[config.mk]
export PLATFORM = sky130hd
export DESIGN_NAME = multi_position_button_channel
export DESIGN_NICKNAME = d
export VERILOG_FILES = /design/src/rtl/mpbc_pkg.sv /design/src/rtl/mpbc_regs.sv /design/src/rtl/mpbc_ctrl.sv /design/src/rtl/mpbc_dp.sv /design/src/rtl/multi_position_button_channel.sv
export SDC_FILE = /design/constraint.sdc
export NUM_CORES = 1
export LEC_CHECK = 0
export ABC_AREA = 0
export BUFFER_PORTS_ARGS = -buffer_cell sky130_fd_sc_hd__buf_2
export CORE_MARGIN = 1.5
export CORE_UTILIZATION = 55
export CTS_BUF_LIST = sky130_fd_sc_hd__clkbuf_8
export CTS_CLUSTER_DIAMETER = 50
export DETAILED_ROUTE_END_ITERATION = 8
export PLACE_DENSITY = 0.75
export SLEW_MARGIN = 20
export SYNTH_ARGS = -nofsm -noshare
export SYNTH_HDL_FRONTEND = slang
export SYNTH_SLANG_ARGS = --single-unit
[constraint.sdc]
create_clock -name i_clk -period 15.5 [get_ports i_clk]
set_clock_uncertainty 0.05 [all_clocks]
set_input_delay 1.55 -clock i_clk [delete_from_list [all_inputs] [get_ports i_clk]]
set_output_delay 1.55 -clock i_clk [all_outputs]
set_load 0.03 [all_outputs]
[src/rtl/mpbc_pkg.sv]
// shared types and constants of the multi-position button channel
// no dependencies
`default_nettype none

package mpbc_pkg;

    localparam int MAX_POSITIONS = 16;
    localparam int VALUE_WIDTH   = 12;
    localparam int POS_WIDTH     = 4;
    localparam int COUNT_WIDTH   = 5;
    localparam int WINDOW_WIDTH  = 16;
    localparam int TIME_WIDTH    = 32;
    localparam int ADDR_WIDTH    = 5;
    localparam int DATA_WIDTH    = 32;
    localparam int IDX_WIDTH     = 3;
    localparam int PROD_WIDTH    = VALUE_WIDTH + POS_WIDTH;
    localparam int DIV_STEPS     = PROD_WIDTH;
    localparam int STEP_WIDTH    = $clog2(DIV_STEPS);

    localparam logic [COUNT_WIDTH-1:0]  RST_POSITION_COUNT = COUNT_WIDTH'(0);
    localparam logic [WINDOW_WIDTH-1:0] RST_DOUBLE_PRESS   = WINDOW_WIDTH'(300);
    localparam logic [VALUE_WIDTH-1:0]  RST_CHANNEL_MIN    = VALUE_WIDTH'(1000);
    localparam logic [VALUE_WIDTH-1:0]  RST_CHANNEL_MID    = VALUE_WIDTH'(1500);
    localparam logic [VALUE_WIDTH-1:0]  RST_CHANNEL_MAX    = VALUE_WIDTH'(2000);

    typedef enum logic [IDX_WIDTH-1:0] {
        REG_POSITION_COUNT = 3'd0,
        REG_DOUBLE_PRESS   = 3'd1,
        REG_CHANNEL_MIN    = 3'd2,
        REG_CHANNEL_MID    = 3'd3,
        REG_CHANNEL_MAX    = 3'd4
    } t_reg_idx;

    typedef enum logic {
        REQ_SAMPLE = 1'b0,
        REQ_CLEAR  = 1'b1
    } t_req;

    typedef struct packed {
        logic                  req_type;
        logic                  pressed;
        logic [TIME_WIDTH-1:0] time_ms;
    } t_in;

    typedef struct packed {
        logic [POS_WIDTH-1:0]   position;
        logic [VALUE_WIDTH-1:0] channel_value;
    } t_out;

    typedef struct packed {
        logic [COUNT_WIDTH-1:0]  position_count;
        logic [WINDOW_WIDTH-1:0] double_press_ms;
        logic [VALUE_WIDTH-1:0]  channel_min;
        logic [VALUE_WIDTH-1:0]  channel_mid;
        logic [VALUE_WIDTH-1:0]  channel_max;
        logic                    pos_clear;
    } t_cfg;

    typedef struct packed {
        logic accept;
        logic map;
        logic div_step;
        logic div_finish;
        logic out_load;
    } t_cmd;

    typedef struct packed {
        logic direct;
    } t_status;

endpackage

`default_nettype wire

[src/rtl/mpbc_regs.sv]
// configuration register file behind the apb-style port
// depends on mpbc_pkg
`default_nettype none

module mpbc_regs (
    input  wire logic                            i_clk,
    input  wire logic                            i_rst_n,
    input  wire logic                            psel,
    input  wire logic                            penable,
    input  wire logic                            pwrite,
    input  wire logic [mpbc_pkg::ADDR_WIDTH-1:0] paddr,
    input  wire logic [mpbc_pkg::DATA_WIDTH-1:0] pwdata,
    output logic      [mpbc_pkg::DATA_WIDTH-1:0] prdata,
    output logic                                 pready,
    output mpbc_pkg::t_cfg                       o_cfg
);

    logic [mpbc_pkg::COUNT_WIDTH-1:0]  r_position_count;
    logic [mpbc_pkg::WINDOW_WIDTH-1:0] r_double_press;
    logic [mpbc_pkg::VALUE_WIDTH-1:0]  r_channel_min;
    logic [mpbc_pkg::VALUE_WIDTH-1:0]  r_channel_mid;
    logic [mpbc_pkg::VALUE_WIDTH-1:0]  r_channel_max;
    logic                              wr_en;
    mpbc_pkg::t_reg_idx                idx;

    assign pready = 1'b1;
    assign wr_en  = psel & penable & pwrite;
    assign idx    = mpbc_pkg::t_reg_idx'(paddr[mpbc_pkg::ADDR_WIDTH-1:2]);

    always_ff @(posedge i_clk) begin
        if (!i_rst_n) begin
            r_position_count <= mpbc_pkg::RST_POSITION_COUNT;
            r_double_press   <= mpbc_pkg::RST_DOUBLE_PRESS;
            r_channel_min    <= mpbc_pkg::RST_CHANNEL_MIN;
            r_channel_mid    <= mpbc_pkg::RST_CHANNEL_MID;
            r_channel_max    <= mpbc_pkg::RST_CHANNEL_MAX;
        end else if (wr_en) begin
            case (idx)
                mpbc_pkg::REG_POSITION_COUNT: begin
                    r_position_count <= pwdata[mpbc_pkg::COUNT_WIDTH-1:0];
                end
                mpbc_pkg::REG_DOUBLE_PRESS: begin
                    r_double_press <= pwdata[mpbc_pkg::WINDOW_WIDTH-1:0];
                end
                mpbc_pkg::REG_CHANNEL_MIN: begin
                    r_channel_min <= pwdata[mpbc_pkg::VALUE_WIDTH-1:0];
                end
                mpbc_pkg::REG_CHANNEL_MID: begin
                    r_channel_mid <= pwdata[mpbc_pkg::VALUE_WIDTH-1:0];
                end
                mpbc_pkg::REG_CHANNEL_MAX: begin
                    r_channel_max <= pwdata[mpbc_pkg::VALUE_WIDTH-1:0];
                end
                default: begin
                end
            endcase
        end
    end

    always_comb begin
        case (idx)
            mpbc_pkg::REG_POSITION_COUNT: prdata = mpbc_pkg::DATA_WIDTH'(r_position_count);
            mpbc_pkg::REG_DOUBLE_PRESS:   prdata = mpbc_pkg::DATA_WIDTH'(r_double_press);
            mpbc_pkg::REG_CHANNEL_MIN:    prdata = mpbc_pkg::DATA_WIDTH'(r_channel_min);
            mpbc_pkg::REG_CHANNEL_MID:    prdata = mpbc_pkg::DATA_WIDTH'(r_channel_mid);
            mpbc_pkg::REG_CHANNEL_MAX:    prdata = mpbc_pkg::DATA_WIDTH'(r_channel_max);
            default:                      prdata = '0;
        endcase
    end

    always_comb begin
        o_cfg.position_count  = r_position_count;
        o_cfg.double_press_ms = r_double_press;
        o_cfg.channel_min     = r_channel_min;
        o_cfg.channel_mid     = r_channel_mid;
        o_cfg.channel_max     = r_channel_max;
        o_cfg.pos_clear       = wr_en && (idx == mpbc_pkg::REG_POSITION_COUNT);
    end

endmodule

`default_nettype wire

[src/rtl/mpbc_ctrl.sv]
// control state machine: sequences position update, value mapping,
// the iterative divide and the output register handshake; depends on mpbc_pkg
`default_nettype none

module mpbc_ctrl (
    input  wire logic            i_clk,
    input  wire logic            i_rst_n,
    input  wire logic            i_in_valid,
    output logic                 o_in_ready,
    output logic                 o_out_valid,
    input  wire logic            i_out_ready,
    input  mpbc_pkg::t_status    i_status,
    output mpbc_pkg::t_cmd       o_cmd
);

    typedef enum logic [4:0] {
        S_IDLE = 5'b00001,
        S_MAP  = 5'b00010,
        S_DIV  = 5'b00100,
        S_FIN  = 5'b01000,
        S_OUT  = 5'b10000
    } t_state;

    t_state                             r_state, n_state;
    logic [mpbc_pkg::STEP_WIDTH-1:0]    r_step, n_step;
    logic                               r_out_valid, n_out_valid;
    logic                               out_free;

    assign out_free    = !r_out_valid || i_out_ready;
    assign o_in_ready  = (r_state == S_IDLE);
    assign o_out_valid = r_out_valid;

    always_comb begin
        n_state     = r_state;
        n_step      = r_step;
        n_out_valid = r_out_valid && !i_out_ready;
        o_cmd       = '0;
        case (r_state)
            S_IDLE: begin
                if (i_in_valid) begin
                    o_cmd.accept = 1'b1;
                    n_state      = S_MAP;
                end
            end
            S_MAP: begin
                o_cmd.map = 1'b1;
                n_step    = '0;
                n_state   = i_status.direct ? S_OUT : S_DIV;
            end
            S_DIV: begin
                o_cmd.div_step = 1'b1;
                n_step         = r_step + 1'b1;
                if (r_step == mpbc_pkg::STEP_WIDTH'(mpbc_pkg::DIV_STEPS - 1)) begin
                    n_state = S_FIN;
                end
            end
            S_FIN: begin
                o_cmd.div_finish = 1'b1;
                n_state          = S_OUT;
            end
            S_OUT: begin
                if (out_free) begin
                    o_cmd.out_load = 1'b1;
                    n_out_valid    = 1'b1;
                    n_state        = S_IDLE;
                end
            end
            default: begin
                n_state = S_IDLE;
            end
        endcase
    end

    always_ff @(posedge i_clk) begin
        if (!i_rst_n) begin
            r_state     <= S_IDLE;
            r_step      <= '0;
            r_out_valid <= 1'b0;
        end else begin
            r_state     <= n_state;
            r_step      <= n_step;
            r_out_valid <= n_out_valid;
        end
    end

endmodule

`default_nettype wire

[src/rtl/mpbc_dp.sv]
// datapath: button state, position update, channel mapping, restoring
// divider and output payload register; depends on mpbc_pkg
`default_nettype none

module mpbc_dp (
    input  wire logic            i_clk,
    input  wire logic            i_rst_n,
    input  mpbc_pkg::t_in        i_in_data,
    input  mpbc_pkg::t_cfg       i_cfg,
    input  mpbc_pkg::t_cmd       i_cmd,
    output mpbc_pkg::t_status    o_status,
    output mpbc_pkg::t_out       o_out_data
);

    localparam int PW = mpbc_pkg::POS_WIDTH;
    localparam int VW = mpbc_pkg::VALUE_WIDTH;
    localparam int CW = mpbc_pkg::COUNT_WIDTH;
    localparam int TW = mpbc_pkg::TIME_WIDTH;
    localparam int QW = mpbc_pkg::PROD_WIDTH;

    logic [PW-1:0]  r_pos, n_pos;
    logic           r_prev, n_prev;
    logic [TW-1:0]  r_last, n_last;
    logic [VW-1:0]  r_value;
    logic           r_neg;
    logic [PW-1:0]  r_div;
    logic [QW-1:0]  r_quo;
    logic [PW-1:0]  r_rem;
    mpbc_pkg::t_out r_out;

    logic           momentary;
    logic [CW-1:0]  count;
    logic [CW-1:0]  pos_inc;
    logic [TW-1:0]  elapsed;
    logic           rising;
    logic           direct;
    logic [VW-1:0]  direct_value;
    logic [VW:0]    span;
    logic [VW-1:0]  mag;
    logic [QW-1:0]  prod;
    logic [PW:0]    trial;
    logic           q_bit;
    logic [PW-1:0]  rem_next;

    // toggle count clamped to the supported range
    always_comb begin
        momentary = (i_cfg.position_count < CW'(2));
        if (momentary) begin
            count = CW'(2);
        end else if (i_cfg.position_count > CW'(mpbc_pkg::MAX_POSITIONS)) begin
            count = CW'(mpbc_pkg::MAX_POSITIONS);
        end else begin
            count = i_cfg.position_count;
        end
    end

    // position update for an accepted transaction
    always_comb begin
        n_pos   = r_pos;
        n_prev  = r_prev;
        n_last  = r_last;
        pos_inc = {1'b0, r_pos} + CW'(1);
        elapsed = i_in_data.time_ms - r_last;
        rising  = i_in_data.pressed && !r_prev;
        if (i_in_data.req_type == mpbc_pkg::REQ_CLEAR) begin
            n_pos  = '0;
            n_prev = 1'b0;
        end else begin
            if (momentary) begin
                n_pos = PW'(i_in_data.pressed);
            end else if (rising) begin
                if (elapsed < TW'(i_cfg.double_press_ms)) begin
                    n_pos = '0;
                end else if (pos_inc >= count) begin
                    n_pos = '0;
                end else begin
                    n_pos = pos_inc[PW-1:0];
                end
                n_last = i_in_data.time_ms;
            end
            n_prev = i_in_data.pressed;
        end
    end

    // channel mapping
    always_comb begin
        direct = momentary || (count == CW'(2))
              || ((count == CW'(3)) && (r_pos == PW'(1)));
        if (momentary || (count == CW'(2))) begin
            direct_value = (r_pos != '0) ? i_cfg.channel_max : i_cfg.channel_min;
        end else begin
            direct_value = i_cfg.channel_mid;
        end
        span = {1'b0, i_cfg.channel_max} - {1'b0, i_cfg.channel_min};
        mag  = span[VW] ? VW'(-span) : span[VW-1:0];
        prod = QW'(mag) * QW'(r_pos);
    end

    // one restoring divide step
    always_comb begin
        trial = {r_rem, r_quo[QW-1]};
        q_bit = (trial >= {1'b0, r_div});
        if (q_bit) begin
            rem_next = PW'(trial - {1'b0, r_div});
        end else begin
            rem_next = trial[PW-1:0];
        end
    end

    assign o_status.direct = direct;

    always_ff @(posedge i_clk) begin
        if (!i_rst_n) begin
            r_pos  <= '0;
            r_prev <= 1'b0;
            r_last <= '0;
        end else if (i_cmd.accept) begin
            r_pos  <= n_pos;
            r_prev <= n_prev;
            r_last <= n_last;
        end else if (i_cfg.pos_clear) begin
            r_pos <= '0;
        end
    end

    always_ff @(posedge i_clk) begin
        if (i_cmd.map) begin
            r_value <= direct_value;
            r_neg   <= span[VW];
            r_div   <= PW'(count - CW'(1));
            r_quo   <= prod;
            r_rem   <= '0;
        end
        if (i_cmd.div_step) begin
            r_quo <= {r_quo[QW-2:0], q_bit};
            r_rem <= rem_next;
        end
        if (i_cmd.div_finish) begin
            r_value <= r_neg ? (i_cfg.channel_min - r_quo[VW-1:0])
                             : (i_cfg.channel_min + r_quo[VW-1:0]);
        end
        if (i_cmd.out_load) begin
            r_out.position      <= r_pos;
            r_out.channel_value <= r_value;
        end
    end

    assign o_out_data = r_out;

endmodule

`default_nettype wire

[src/rtl/multi_position_button_channel.sv]
// multi-position button channel: button samples in, position and channel value out
// top level; depends on mpbc_pkg, mpbc_regs, mpbc_ctrl and mpbc_dp
//
// input channel (i_in_valid / o_in_ready / i_in_data) carries one button
// sample with its millisecond timestamp, or a clear request. every input
// transaction yields exactly one output transaction (o_out_valid /
// i_out_ready / o_out_data) with the resulting position and channel value.
// registers are to be written by the user through the apb-style port only while
// the block is idle; the block itself does not enforce this. o_out_valid is
// registered from the output state, reached straight from the map state when the
// value is min, mid or max directly, and through the divide and finish states when
// the evenly spaced value needs the 16-step restoring divider; one item at a time.
// o_in_ready is high while the sequencer is idle, also while a finished
// result still waits in the output register; a stalled receiver holds the
// next result in the sequencer until the register frees.
// synchronous reset clears position, button history and registers to their
// defaults, and drops o_out_valid.
`default_nettype none

module multi_position_button_channel (
    input  wire logic                            i_clk,
    input  wire logic                            i_rst_n,
    input  wire logic                            i_in_valid,
    output logic                                 o_in_ready,
    input  mpbc_pkg::t_in                        i_in_data,
    output logic                                 o_out_valid,
    input  wire logic                            i_out_ready,
    output mpbc_pkg::t_out                       o_out_data,
    input  wire logic                            psel,
    input  wire logic                            penable,
    input  wire logic                            pwrite,
    input  wire logic [mpbc_pkg::ADDR_WIDTH-1:0] paddr,
    input  wire logic [mpbc_pkg::DATA_WIDTH-1:0] pwdata,
    output logic      [mpbc_pkg::DATA_WIDTH-1:0] prdata,
    output logic                                 pready
);

    mpbc_pkg::t_cfg    cfg;
    mpbc_pkg::t_cmd    cmd;
    mpbc_pkg::t_status status;

    mpbc_regs u_regs (
        .i_clk   (i_clk),
        .i_rst_n (i_rst_n),
        .psel    (psel),
        .penable (penable),
        .pwrite  (pwrite),
        .paddr   (paddr),
        .pwdata  (pwdata),
        .prdata  (prdata),
        .pready  (pready),
        .o_cfg   (cfg)
    );

    mpbc_ctrl u_ctrl (
        .i_clk       (i_clk),
        .i_rst_n     (i_rst_n),
        .i_in_valid  (i_in_valid),
        .o_in_ready  (o_in_ready),
        .o_out_valid (o_out_valid),
        .i_out_ready (i_out_ready),
        .i_status    (status),
        .o_cmd       (cmd)
    );

    mpbc_dp u_dp (
        .i_clk      (i_clk),
        .i_rst_n    (i_rst_n),
        .i_in_data  (i_in_data),
        .i_cfg      (cfg),
        .i_cmd      (cmd),
        .o_status   (status),
        .o_out_data (o_out_data)
    );

endmodule

`default_nettype wire

Word-level counts from Yosys, hierarchy flattened
Index checks and enable logic that the tools add are counted.

operators by class
  $lt $le $gt $ge = 5
  multiply operators = 1
  add/sub/neg operators = 9
  reduce and logical (&&, ||, !) cells = 24
  muxes and demuxes = 37
  equality and inequality tests = 17
  bitwise operators = 4

operator list
  cell                                                  count
  case mux 16 bit (5 select lines)                      1
  two-way mux 12 bit                                    6
  two-way mux 4 bit                                     10
  less-than comparator 32 x 16 -> 1 bit                 1
  two-way mux 16 bit                                    2
  subtractor 32 bit                                     1
  two-way mux 5 bit                                     6
  case mux 5 bit (5 select lines)                       1
  multiplier 12 x 4 -> 16 bit                           1
  equality test 5 x 2 -> 1 bit (second input constant)  3
  subtractor 12 x 12 -> 13 bit                          1
  adder 12 bit                                          1
  negator 12 bit                                        1
  AND reduction 2 bit                                   6
  subtractor 12 bit                                     1
  two-way mux 1 bit                                     10
  case mux 4 bit (2 select lines)                       1
  nonzero test 2 bit                                    4
  equality test 3 x 2 -> 1 bit (second input constant)  2
  adder 4 x 1 -> 5 bit (second input constant)          1
  equality test 5 x 1 -> 1 bit (second input constant)  1
  equality test 5 x 3 -> 1 bit (second input constant)  1
  equality test 5 x 4 -> 1 bit (second input constant)  1
  equality test 5 bit (second input constant)           1
  other kinds (23)                                      33

storage, ports and cells
  input port bits = 78
  register bits after elaboration = 157
  word-level logic and storage cells = 115

Longest topological paths before layout
Gate-level depths: netlist (run 1).

  word-level depth = 10
  mapped depth = 31
  mapped depth without buffers = 30

Cells and area by module
A second synthesis (run 1) with hierarchy kept.

unflattened totals
  cells, all modules = 1,518
  area, all modules = 12,803.5 µm²

modules (own cells, without submodules)
  module     area an instance (µm²)  cells each  sequential area each (µm²)  instances
  mpbc_dp    9,369.0                 1,155       2,332.2                     1
  mpbc_regs  2,897.8                 299         1,141.1                     1
  mpbc_ctrl  536.8                   64          200.2                       1

Worst setup path after synthesis (run 1)
OpenSTA, ideal clock, no wires.

  kind = flip-flop to flip-flop
  from = register u_regs.r_channel_max[0] (netlist name)
  to = register u_dp.r_quo[15] (data pin)
  path slack = 9.183 ns
  setup time = 0.269 ns
  period minus slack after synthesis = 6.317 ns
  data arrival time = 5.998 ns
  stages on the path, launching flop included = 31
  cell sequence = dfxtp_1 -> inv_1 -> ha_1 -> fa_1 -> nor2b_1 -> o21ai_0 -> a21boi_0 -> o21ai_0 -> a21oi_1 -> o21ai_0 -> a21boi_0 -> o221a_2 -> clkbuf_1 -> nor2_1 -> xnor2_1 -> nand2_1 -> fa_1 -> fa_1 -> inv_1 -> ha_1 -> a21o_1 -> a21oi_1 -> o21bai_1 -> a21oi_1 -> o21bai_1 -> a21oi_1 -> o211ai_1 -> or4_1 -> a31oi_1 -> xor2_1 -> o21ai_0

between the ends
  longest elaborated chain between the ends = 6

ends and longest elaborated chain
  item                            RTL line         source
  start: declaration              mpbc_regs.sv:22  logic [mpbc_pkg::VALUE_WIDTH-1:0] r_channel_max;
  start signal: assignment        mpbc_regs.sv:36  r_channel_max <= mpbc_pkg::RST_CHANNEL_MAX;
  start signal: assignment        mpbc_regs.sv:52  r_channel_max <= pwdata[mpbc_pkg::VALUE_WIDTH-1:0];
  subtractor 12 x 12 -> 13 bit *  mpbc_dp.sv:94    span = {1'b0, i_cfg.channel_max} - {1'b0, i_cfg.channel_min};
  negator 12 bit                  mpbc_dp.sv:95    mag = span[VW] ? VW'(-span) : span[VW-1:0];
  two-way mux 12 bit *            mpbc_dp.sv:95
  multiplier 12 x 4 -> 16 bit *   mpbc_dp.sv:96    prod = QW'(mag) * QW'(r_pos);
  two-way mux 16 bit *            mpbc_dp.sv:127   if (i_cmd.map) begin
  two-way mux 16 bit *            mpbc_dp.sv:134   if (i_cmd.div_step) begin
  end signal: assignment          mpbc_dp.sv:131   r_quo <= prod;
  end signal: assignment          mpbc_dp.sv:135   r_quo <= {r_quo[QW-2:0], q_bit};
  end: declaration                mpbc_dp.sv:27    logic [QW-1:0] r_quo;

Every way passes the cells marked *; elsewhere a longest branch is shown, timed or not. The select of a mux whose other input is x is not followed.
A chain may end at the register's enable or synchronous reset.

Final worst setup path (run 1)
Same ends and word-level chain as after synthesis.

==> out/qor.txt, run 1 <==
=================================================================================
Cell type with the highest aggregate area in the netlist ...........      dfxtp_1
Effective utilization at floorplan .................................        0.563
Dpl cell area ......................................................   0.0125 mm2
Total clock sinks ..................................................          157
Transition time of the tightest slew-check pin .....................      1.09 ns
Result of the run ..................................................    completed
Portion of synthesized cell area occupied by the leading cell type .        0.175
Critical path data arrival time ....................................      7.07 ns
Proportion of synthesized chip area in sequential cells ............        0.309
HPWL after detailed placement ......................................     22700 um
Final critical-path share of the clock period ......................        0.446
Count of cells resized by post-cts repair ..........................            0
Vias after detailed routing ........................................        10400
Count of different cell masters after synthesis ....................           74
Highest-delay cell along the critical path .........................         fa_1
Final period demand of the worst path ..............................      6.91 ns
Fin nets ...........................................................         1768
Hold Crit Class .................................................... register to register
Router iterations before antenna repair ............................            8
Top cells by instance count after synthesis ........................ nand2_1, a21oi_1, inv_1
Buffers from clock root to sink, at most ...........................            2
Async S/R FF share, synth ..........................................            0
Critical path launch point type ....................................     register
Gate count after technology mapping ................................         1502
Overall global routing resource usage ..............................        0.266
Worst skew pair latency ............................................      0.47 ns
Main area contributors after synthesis ............................. dfxtp_1, edfxtp_1, ha_1, nand2_1, a21oi_1
Routability congestion estimate from global placement ..............        0.968
VDD IR-drop max ....................................................    0.0602 mV
Max Freq ...........................................................    0.145 GHz
Fillcell total .....................................................         1931
Data required time of the worst path ...............................     15.66 ns
Total detailed-routing wirelength ..................................     29400 um
Count of unresolved DRC violations after routing ...................            0
Setup-violating endpoint count in the final report .................            0
Final antenna-violating net count ..................................            0
Global-route wire length before repair .............................     47300 um
I/O pins ...........................................................          129
Number of hold-slack violations in the final timing report .........            0
Grt ovf ............................................................            0
Minimum hold slack .................................................     0.371 ns
Peak-usage layer in the global routing report ......................         met2
Via count of the first global-routing pass .........................         9817
Number of buffers added by the clock tree synthesis step ...........           17
Hold buffer count at CTS ...........................................            0
Register clock-pin slew on the reported worst setup and hold paths .      0.10 ns
Height of the die ..................................................       150 um
X dimension of the die .............................................       150 um
Highest cell delay on the worst timing path ........................      0.55 ns
Max-Slew Margin vs Limit ...........................................        0.270
Core Area ..........................................................   0.0212 mm2
M2 GR Usage ........................................................        0.465
Die Footprint ......................................................   0.0225 mm2
Post-synth design cell area ........................................   0.0119 mm2
Initial drt markers ................................................          626
Number of H-tree branching levels ..................................            4
Number of cell rows ................................................           53
Capturing element type of the critical path ........................     register
Number of pins with negative max-slew slack in the final report ....            0
Setup_tns ..........................................................         0 ns
Number of enable flip-flop cells after synthesis ...................           53
Maximum capacitance violations .....................................            0
Buffers inserted by post-CTS timing repair .........................            0
WS Path Type ....................................................... register to register
Worst-path maximum fanout ..........................................           13
Total power density per cell area ..................................  67.9 mW/mm2
Most instantiated library cell after synthesis .....................      nand2_1
Met1 Usage GRT .....................................................        0.329
Sequential Area ....................................................  0.00367 mm2
Mean Syn Cell Area .................................................     7.92 um2
Layout Cell Area excl Fill .........................................   0.0129 mm2
Clk root buf .......................................................     clkbuf_8
Antenna violations before repair ...................................            4
Area added between synthesis and finish ............................        7.98%
Leakage Power ......................................................      5.48 nW
Final routed wire length divided by cell count .....................      15.9 um
Unrepaired setup endpoints after global routing ....................        false
Yosys Warn Count ...................................................            0
Area occupied by multi-input gates .................................  0.00741 mm2
Routed via count divided by cell count .............................         5.61
Synthesized flop and latch total ...................................          157
Synth Flop Type ....................................................      dfxtp_1
Fraction of final layout cells sized beyond drive strength 1 .......       0.0980
Pin count of the biggest net entering global routing ...............           73
Clock tree from TritonCTS ..........................................          yes
Met3 Resource Use GR ...............................................       0.0436
Number of buffers added on ports ...................................           93
=================================================================================
-- state kept, by name, summed over array words and instances, names as in the netlist --
register,flops
u_regs.r_channel_max,12
u_regs.r_channel_min,12
u_dp.r_last,32
u_dp.r_div,4
u_ctrl.r_state,5
u_dp.r_rem,4
u_regs.r_double_press,16
u_dp.r_quo,16
u_dp.o_out_data,16
u_regs.r_channel_mid,12
u_ctrl.o_out_valid,1
u_dp.r_prev,1
u_dp.r_value,12
u_regs.r_position_count,5
u_ctrl.r_step,4
u_dp.r_pos,4
u_dp.r_neg,1
-- area by class of cell --
class	instances	share of cell area
Multi-Input combinational cell	1142	0.576
Sequential cell	157	0.286
Timing Repair Buffer	101	0.0412
Inverter	140	0.0409
Tap cell	275	0.0268
Clock buffer	17	0.0182
Clock inverter	15	0.0102
Antenna cell	3	0.000584
-- cells by family (layout without fill, tap and decap cells) --
family / Yosys count / count (layout) / share of synthesized area
multiplexers: 32 / 32 / 0.0272
adder cells (fa/ha/maj): 131 / 131 / 0.153
XOR/XNOR: 71 / 71 / 0.0522
AND/OR/NAND/NOR: 535 / 535 / 0.202
AO/OA/AOI/OAI: 356 / 356 / 0.181
other: 2 / 20 / 0.000631
flip-flops: 157 / 157 / 0.309
buffers and inverters: 218 / 273 / 0.0759
-- cell usage in the layout (no fill, tap or decap), types with 10 or more instances in the layout --
cell type / count
nor2_1: 116
clkbuf_8: 17
o211ai_1: 27
nand2_1: 258
nor2b_1: 30
conb_1: 17
xor2_1: 28
nand3_1: 29
and2_1: 15
ha_1: 107
a21oi_1: 154
dfxtp_1: 104
nand2b_1: 19
edfxtp_1: 53
o21ai_0: 73
a21o_1: 10
mux2i_1: 29
buf_2: 93
fa_1: 24
o21bai_1: 10
inv_1: 138
nor3_1: 18
xnor2_1: 43
-- per-stage QoR --
stage / utilization / setup slack [ns] / total power, mW / std cells
2_1_floorplan: - / 9.18 / 0.548 / 1517
3_3_place_gp: 0.589 / 8.67 / 0.583 / 1814
3_5_place_dp: 0.589 / 8.66 / 0.586 / 1814
4_1_cts: 0.607 / 8.63 / 0.879 / 1846
5_1_grt: 0.607 / 7.90 / 0.909 / 1848
6_report: 0.608 / 8.59 / 0.873 / 1850
-- metal layers --
layer  share of wire  vias up
met2            0.49      265
li1                -     5221
met4           0.024        2
met1            0.43     4837
met3           0.055       54
met5         0.00048        -
-- final timing paths --
path                                         startpoint                 end  slack, ns  cells past startpoint
worst max-delay path            u_regs.r_channel_max[0]      u_dp.r_quo[15]       8.59                     29
worst min-delay path                    u_dp.r_value[5]  u_dp.o_out_data[5]       0.37                      0
worst max register to register  u_regs.r_channel_max[0]      u_dp.r_quo[15]       8.59                     29
worst min register to register          u_dp.r_value[5]  u_dp.o_out_data[5]       0.37                      0
-- worst max-delay path: cells and delay by family, from the launching register on --
family                     cells  cell delay (ns)
xor gates and xnor gates       2             0.45
DFF                            1             0.36
AOI/OAI and AO/OA             16             2.95
buffers and inverters          2             0.14
adders and majority gates      5             1.95
and+or+nand+nor                4             0.75
-- where the power goes --
group	total (mW)	switching [mW]	internal [mW]
Clock	0.295	0.178	0.117
Sequential	0.434	0.00478	0.429
Combinational	0.145	0.0932	0.0519
Total	0.873	0.276	0.598
(Power assumes the default switching activity.)
==> inputs of run 2 (changes only) <==
clock period = 6.55 ns   (was 15.5 ns; I/O delays follow)
==> out/qor.txt, run 2 (same netlist as run 1, synthesis figures left out) <==
========================================================================================
Result of the run .........................................................    completed
Category of cells accounting for the largest share of critical-path delay . compound AO/OA/AOI/OAI gates
Grt ovf ...................................................................            0   unchanged
Total clock sinks .........................................................          157   unchanged
I/O pins ..................................................................          129   unchanged
Highest Signal Layer ......................................................         met5
Number of hold-slack violations in the final timing report ................            0   unchanged
Commonest cells after routing, fill and taps aside ........................ nand2_1, a21oi_1, inv_1
Met1 Routed Length ........................................................     12500 um   -0.96%
Area added between synthesis and finish ...................................        9.56%
Transition time of the tightest slew-check pin ............................      1.11 ns   +0.0133 ns
Total detailed-routing wirelength .........................................     29500 um   about the same
Final routed wire length divided by cell count ............................      15.9 um   -0.41%
Routed met2 length ........................................................     14300 um   -0.70%
Setup-violating endpoint count in the final report ........................            0   unchanged
Core Area .................................................................   0.0212 mm2   unchanged
DP Cell Count .............................................................         1819   +0.28%
Register share of total power .............................................        0.474   -0.023
Clock share of power ......................................................        0.367   +0.030
Initial drt markers .......................................................          621   -0.80%
Die Footprint .............................................................   0.0225 mm2   unchanged
Number of cell rows .......................................................           53   unchanged
Flip-flop count of the largest register after layout ......................           32   unchanged
Height of the die .........................................................       150 um   unchanged
Highest-delay cell along the critical path ................................         fa_1
Combinational fraction of design power ....................................        0.160   -0.006
Effective utilization at floorplan ........................................        0.563   unchanged
Routed via count divided by cell count ....................................         5.62   about the same
Overall global routing resource usage .....................................        0.265   -0.000707
Number of pins with negative max-slew slack in the final report ...........            0   unchanged
Worst-path maximum fanout .................................................            5   -8
Hold Crit Class ........................................................... register to register
HPWL after detailed placement .............................................     22600 um   -0.45%
VDD IR-drop max ...........................................................     0.121 mV   +100%
Number of H-tree branching levels .........................................            4   unchanged
Routability congestion estimate from global placement .....................        0.930   -3.9%
Hold buffer count at CTS ..................................................            0   unchanged
Clock tree from TritonCTS .................................................          yes
Fraction of final layout cells sized beyond drive strength 1 ..............        0.109   +0.0108
Final critical-path share of the clock period .............................        0.952   +0.506
Data required time of the worst path ......................................      6.69 ns   -8.97 ns
Fraction of power spent switching nets ....................................        0.283   -0.0331
Antenna violations before repair ..........................................            3   -1
Worst reg-to-reg setup slack ..............................................      0.31 ns   -8.28 ns
X dimension of the die ....................................................       150 um   unchanged
Register clock-pin slew on the reported worst setup and hold paths ........      0.09 ns   about the same
Global-route wire length before repair ....................................     47400 um   +0.13%
Max Freq ..................................................................    0.160 GHz   +11%
Critical path launch point type ...........................................     register
Setup slack at placement ..................................................    -0.106 ns   -8.77 ns
Maximum capacitance violations ............................................            0   unchanged
Highest cell delay on the worst timing path ...............................      0.55 ns   about the same
Vias after detailed routing ...............................................        10400   +0.58%
Via count of the first global-routing pass ................................         9703   -1.2%
Leakage Power .............................................................      5.57 nW   +1.7%
CP bufs+invs ..............................................................            2   unchanged
Final worst slack .........................................................     0.314 ns   -8.28 ns
Number of buffers added on ports ..........................................           93   unchanged
Critical path data arrival time ...........................................      6.37 ns   -0.70 ns
Buffers from clock root to sink, at most ..................................            2   unchanged
WS Path Type .............................................................. register to register
Tot Pwr ...................................................................      2.17 mW   +150%
Largest register by flop count ............................................  u_dp.r_last
Number of buffers added by the clock tree synthesis step ..................           17   unchanged
Router iterations before antenna repair ...................................            6   -2
Fin cells .................................................................         1859   +0.49%
Critical path's most frequent cell ........................................      o21ai_0
Clk root buf ..............................................................     clkbuf_8
Total power density per cell area .........................................   166 mW/mm2   +140%
Final antenna-violating net count .........................................            0   unchanged
Most common library cell in the layout ignoring fill and taps .............      nand2_1
Fin nets ..................................................................         1778   +0.57%
Max-Slew Margin vs Limit ..................................................        0.254   -0.0160
Met3 Routed Length ........................................................      1750 um   +7.8%
Reported net switching power ..............................................     0.612 mW   +120%
Count of unresolved DRC violations after routing ..........................            0   unchanged
Internal power summed over all cells ......................................      1.55 mW   +160%
Capturing element type of the critical path ...............................     register
Pin count of the biggest net entering global routing ......................           79   +8.2%
Worst skew pair latency ...................................................      0.46 ns   about the same
Final period demand of the worst path .....................................      6.24 ns   -0.672 ns
========================================================================================
run 2: cell count changes in the layout (fill, tap and decap cells not counted), moves of 2 or more:
| cell | before | now |
|---|---|---|
| xnor2_2 | 0 | 2 |
| a21oi_2 | 1 | 8 |
| xnor2_1 | 43 | 41 |
| inv_6 | 4 | 2 |
| inv_8 | 4 | 0 |
| clkinv_1 | 0 | 3 |
| buf_4 | 7 | 17 |
| a21oi_1 | 154 | 147 |
| bufinv_16 | 0 | 4 |
run 2: final cells by class:
class | instances | area [um2]
antenna | 2 | 5.00
sequential | 157 | 3670
multi-input combinational | 1142 | 7460
inverter | 140 | 526
tap | 275 | 344
clock inverter | 15 | 195
timing repair buffer | 111 | 604
fill | 1949 | 8110
clock buffer | 17 | 234
run 2: power groups by stage:
stage / combinational [mW] / sequential, mW / clock (mW)
floorplan: 0.252 / 1.04 / 0
global placement: 0.330 / 1.05 / 0
detailed placement: 0.336 / 1.05 / 0
CTS: 0.339 / 1.03 / 0.804
global route: 0.382 / 1.03 / 0.842
finish: 0.346 / 1.03 / 0.795
run 2: final timing paths:
check | to | from | cells after the start
worst max-delay path | u_dp.r_quo[15] | u_regs.r_channel_max[0] | 29
worst min-delay path | u_dp.o_out_data[5] | u_dp.r_value[5] | 0
worst max register to register | u_dp.r_quo[15] | u_regs.r_channel_max[0] | 29
worst min register to register | u_dp.o_out_data[5] | u_dp.r_value[5] | 0
run 2: stage by stage:
stage,hold WS (ns),setup TNS (ns),area (um2),utilization
after global routing,0.367,-0.0601,13000,0.616
final,0.356,0,13000,0.616
after floorplan,0.350,0,12000,-
after detailed placement,0.355,-0.109,12500,0.591
after global placement,0.351,0,12500,0.591
after CTS,0.357,0,13000,0.613
run 2: per-layer routing:
layer / GRT usage / up-vias
met5: 0 / -
li1: - / 5242
met2: 0.469 / 320
met1: 0.323 / 4820
met3: 0.0503 / 55
met4: 0.0843 / 2
run 2: worst register-to-register path, delay by kind of cell, from the launching register on:
| family | cells | cell delay (ns) |
|---|---|---|
| flops | 1 | 0.35 |
| compound gates | 16 | 2.43 |
| xor+xnor | 2 | 0.37 |
| fa+ha+maj | 5 | 1.92 |
| simple gates | 4 | 0.73 |
| buf+inv | 2 | 0.14 |
run 2: timing repair:
action / 4_1_cts / 5_1_grt
setup buffers: 3 / 2
endpoints found under the setup margin: 2 / 4
resized for setup: 3 / 10
pin swaps: 3 / 7
endpoints found under the hold margin: 0 / 0
cloned: 0 / 0
